`src/design/ftwa_pkg.sv`:
```
package ftwa_pkg;

    localparam int TABLE_DEPTH = 64;
    localparam int KEY_BITS    = 16;
    localparam int IDX_W       = $clog2(TABLE_DEPTH);
    localparam int CNT_W       = $clog2(TABLE_DEPTH + 1);

    typedef enum logic [1:0] {
        CMD_TRAFFIC = 2'd0,
        CMD_BLOCK   = 2'd1,
        CMD_CLEAN   = 2'd2,
        CMD_MERGE   = 2'd3
    } cmd_t;

    localparam logic [1:0] ST_OK     = 2'd0;
    localparam logic [1:0] ST_FULL   = 2'd1;
    localparam logic [1:0] ST_NO_SRC = 2'd2;

    localparam logic [7:0] REG_MAX_IDLE  = 8'd0;
    localparam logic [7:0] REG_MIN_FLOWS = 8'd1;

    typedef struct packed {
        logic                valid;
        logic [KEY_BITS-1:0] key;
        logic                blocked;
        logic [31:0]         packets;
        logic [31:0]         bytes;
        logic [31:0]         last_seen;
        logic [7:0]          idle;
        logic                active;
        logic                mark;
    } entry_t;

    typedef struct packed {
        logic                mark;
        logic [KEY_BITS-1:0] key;
    } probe_t;

    typedef struct packed {
        logic             shift;
        logic             probe_load;
        logic             probe_shift;
        logic             prune;
        logic [CNT_W-1:0] budget;
    } cell_ctrl_t;

endpackage

```
`src/design/ftwa_cell.sv`:
```
module ftwa_cell (
    input  logic                clk,
    input  logic                rst_n,
    input  ftwa_pkg::cell_ctrl_t ctrl,
    input  ftwa_pkg::entry_t    entry_in,
    output ftwa_pkg::entry_t    entry_out,
    input  ftwa_pkg::probe_t    probe_in,
    output ftwa_pkg::probe_t    probe_out
);
    import ftwa_pkg::*;

    logic             valid_reg;
    entry_t           data_reg;
    probe_t           probe_reg;
    logic [CNT_W-1:0] rank_reg;

    // The valid bit travels with the entry but is the only part under reset.
    always_ff @(posedge clk or negedge rst_n)
    begin
        if (!rst_n)
        begin
            valid_reg <= 1'b0;
        end
        else if (ctrl.shift)
        begin
            valid_reg <= entry_in.valid;
        end
        else if (ctrl.prune && data_reg.mark && (rank_reg < ctrl.budget))
        begin
            valid_reg <= 1'b0;
        end
    end

    always_ff @(posedge clk)
    begin
        if (ctrl.shift)
        begin
            data_reg <= entry_in;
        end
        else if (ctrl.prune)
        begin
            data_reg.mark <= 1'b0;
        end

        // Rank counts the marked entries whose key is below this one.
        if (ctrl.probe_load)
        begin
            probe_reg <= '{mark: data_reg.mark, key: data_reg.key};
            rank_reg  <= '0;
        end
        else if (ctrl.probe_shift)
        begin
            probe_reg <= probe_in;
            if (probe_reg.mark && (probe_reg.key < data_reg.key))
            begin
                rank_reg <= rank_reg + 1'b1;
            end
        end
    end

    always_comb
    begin
        entry_out       = data_reg;
        entry_out.valid = valid_reg;
    end

    assign probe_out = probe_reg;

endmodule

```
`config.mk`:
```
export PLATFORM = sky130hd
export DESIGN_NAME = ftwa_cell
export DESIGN_NICKNAME = d
export VERILOG_FILES = /design/src/design/ftwa_pkg.sv /design/src/design/ftwa_cell.sv
export SDC_FILE = /design/constraint.sdc
export NUM_CORES = 1
export LEC_CHECK = 0
export BUFFER_PORTS_ARGS = -buffer_cell sky130_fd_sc_hd__buf_2
export CAP_MARGIN = 20
export CORE_ASPECT_RATIO = 1.25
export CORE_MARGIN = 4
export CORE_UTILIZATION = 44
export CTS_CLUSTER_SIZE = 40
export DETAILED_ROUTE_END_ITERATION = 12
export PLACE_DENSITY = 0.79
export SYNTH_ARGS = -nofsm -noshare
export SYNTH_HDL_FRONTEND = slang
export SYNTH_SLANG_ARGS = --single-unit
```
`constraint.sdc`:
```
create_clock -name clk -period 2.25 [get_ports clk]
set_input_delay 0.45 -clock clk [delete_from_list [all_inputs] [get_ports clk]]
set_output_delay 0.45 -clock clk [all_outputs]
set_load 0.05 [all_outputs]
```
==> key figures <==
Placed design
  • Pre-CTS setup slack: 0.0430 ns
  • PortBufs: slightly below 300
  • Placed cells: 728
  • Dpl hpwl: 11.0 mm
  • RD Place Congestion: 0.809
  • DP Area: 0.00705 mm2

Pwr
  • Switching portion of total power: 0.300
  • Design internal power: 5.14 mW
  • Register share of total power: 0.456
  • Cell leakage power: ~3.4 nW
  • Clk pwr share: 0.357
  • Power Density: 957 mW/mm2
  • Final Power: 7.34 mW
  • Max VDD drop: 839 uV
  • Gate power share: 0.187
  • Switching pwr: 2.21 mW

Die
  • I/O pins: 295
  • Die footprint: 0.0140 mm2
  • Rows: between 40 and 50
  • Die Ht: around 130 um
  • Chip Width: 106 um
  • Starting Density: 0.455
  • Core box area: between 0.01 and 0.015 mm2

GRT
  • Vias in the first global route: about 4000
  • Total track usage: 0.202
  • Initial antenna violation count: 1
  • Global-route wire length before repair: 21.3 mm
  • Grt ovf: 0
  • Largest net degree at the start of global routing: a little under 80

Setup path
  • Cell Chain, Critical Path: ha_4 > a21oi_2 > o21ai_1 > a2111oi_2 > o21ai_2 > o31a_2 > o21ba_2
  • Critical Path RT: roughly 2.5 ns
  • Cells on worst reg2reg path: 7
  • Critical Path Source Type: register
  • R2r endpoint: rank_reg[6]$_SDFFE_PP0P_
  • CP max stage delay: 0.43 ns
  • Reg2Reg Launch Point: probe_out[11]$_DFFE_PP_
  • Critical Path Sink Type: register
  • Crit-path leading delay family: compound AO/OA/AOI/OAI gates
  • CP arrival: approximately 2.5 ns
  • Crit Path Category: reg2reg
  • Slowest cell on crit path: edfxtp_1
  • CP max FO: 8
  • Crit path buffers/inverters: 0
  • R2R Setup Slk: between 0.08 and 0.09 ns

Clocking
  • Clk sinks: 148
  • CTS Root Cell: clkbuf_16
  • CTS tree: built
  • CTS buffer count: 17
  • Later-pin clock latency in the skew report: ~0.40 ns
  • Clock buffer depth: 2
  • Clock-pin transition on the worst setup and hold timing paths: 0.06 ns
  • H-tree levels: 4

Final layout
  • Most frequent cells in the layout: buf_2 (293), edfxtp_1 (140), inv_1 (19)
  • Non-Filler Instances: 762
  • Area taken by flip-flops and latches: 0.00437 mm2
  • Area Growth Syn to Fin: 43.9%
  • Antenna diodes: 0
  • Multi-input logic area: 910 um2
  • Layout cells sized above 1: 0.606
  • FILL cells: 854
  • Final instance area: 0.00768 mm2
  • Max reg flops: 123
  • Nets: 764
  • Commonest non-fill, non-tap cell in the layout: buf_2

STA
  • Clock skew: 0.00860 ns
  • RSZ-0062 raised after global routing: yes
  • Worst Max-Slew Pin Slew: about 0.44 ns
  • Hold_ws: 0.219 ns
  • Final Hold Viols: 0
  • Max-slew violation count: 0
  • Rel. slew slack: 0.709
  • Top achievable clock speed: ~460 MHz
  • Final setup fails: 0
  • Final WS setup: around 0.087 ns
  • Period minus WS final: 2.16 ns
  • Tcrit/Tclk final: 0.961

Routing
  • Routed Antenna Nets: 0
  • Total number of vias: about 3600
  • Drc violations: 0
  • Iter 0 DRT Violations: 170
  • Drt total wl: 14.2 mm
  • DR vias/cell: around 4.8
  • Drt pass-1 iters: 6
  • WL per Instance: ~19 um

Synth
  • Syn Inst Count: 274
  • Yosys warning count: 0
  • Library cells used by synthesis: 38
  • Post-synth EDFFs: 140
  • Register area share after synthesis: 0.819
  • Syn nets: 450
  • Synth top area share: 0.788
  • #FFs+latches synth: 148
  • Largest area contributor in the synthesized netlist: edfxtp_1
  • Synth top area cells: edfxtp_1 (79%), ha_1 (5.2%), mux2_2 (3.6%)
  • Top FF cell, synth: edfxtp_1
  • Synthesized area: 0.00534 mm2
  • Avg Synthesized Cell Area: 19.5 um2
  • Ys async rst share: 0.00676

Worst hold path
  • Hold Path Sink: entry_out[103]$_DFFE_PP_
  • Hold Path Class: in2reg
  • Hold path depth: 1
  • Min-delay src: entry_in[103]

Run status
  • Status: complete, no violations

Flow run
  • Max Cap Viol: 0
-- worst max path at each step --
stage,from,slack [ns],endpoint,cells past startpoint
floorplan,entry_out[108]$_DFFE_PP_,-0.11,rank_reg[4]$_SDFFE_PP0P_,8
global placement,entry_out[116]$_DFFE_PP_,0.11,rank_reg[6]$_SDFFE_PP0P_,8
detailed placement,entry_out[116]$_DFFE_PP_,0.04,rank_reg[6]$_SDFFE_PP0P_,8
CTS,entry_out[116]$_DFFE_PP_,0.03,rank_reg[6]$_SDFFE_PP0P_,8
global route,entry_out[118]$_DFFE_PP_,-0.03,rank_reg[6]$_SDFFE_PP0P_,8
finish,probe_out[11]$_DFFE_PP_,0.09,rank_reg[6]$_SDFFE_PP0P_,7
-- Yosys cell counts, types with 2 or more instances --
library cell and number:
a21o_1 3, mux2_2 17, a21oi_1 10, nand3_1 3, nand2b_1 3, ha_1 22
or3_1 3, dfxtp_1 7, nor2_1 3, inv_1 24, nand2_1 5, or2_2 2
nand4_1 2, o21ai_0 5, clkbuf_1 3, edfxtp_1 140
-- layout make-up --
cell class	count	share of cell area
inverter	24	0.0117
clock inverter	14	0.0165
timing repair buffer	300	0.202
multi-input combinational	97	0.119
tap	161	0.0262
sequential	148	0.569
clock buffer	18	0.0559
-- what timing repair did --
action                     CTS  global route
setup endpoints to repair    0             4
resized for setup            0            12
buffers inserted             0             1
hold buffers                 1             0
hold endpoints to repair     1             0
-- logic make-up after synthesis --
| kind of cell | synth area share |
|---|---|
| DFF | 0.819 |
| AOI/OAI and AO/OA | 0.0387 |
| buffers and inverters | 0.0225 |
| and+or+nand+nor | 0.0288 |
| adders and majority gates | 0.0516 |
| muxes | 0.0378 |
| xor gates and xnor gates | 0.00164 |
-- layer usage --
layer | track usage | wire length, um
met5 | 0 | 12
met4 | 0.0732 | 388
met3 | 0.0849 | 1250
met2 | 0.369 | 7880
met1 | 0.203 | 4640
-- stage by stage --
step / setup TNS (ns) / util
2_1_floorplan: -0.379 / -
3_3_place_gp: 0 / 0.601
3_5_place_dp: 0 / 0.601
4_1_cts: 0 / 0.649
5_1_grt: -0.0427 / 0.655
6_report: 0 / 0.655
-- power groups by stage --
stage          clock [mW]  sequential [mW]  combinational, mW
3_3_place_gp            0             3.39               1.33
4_1_cts              2.67             3.35               1.36
3_5_place_dp            0             3.40               1.36
5_1_grt              2.81             3.37               1.43
6_report             2.62             3.35               1.37
2_1_floorplan           0             4.14              0.164
Note: power is estimated with default switching activity, not from simulation.
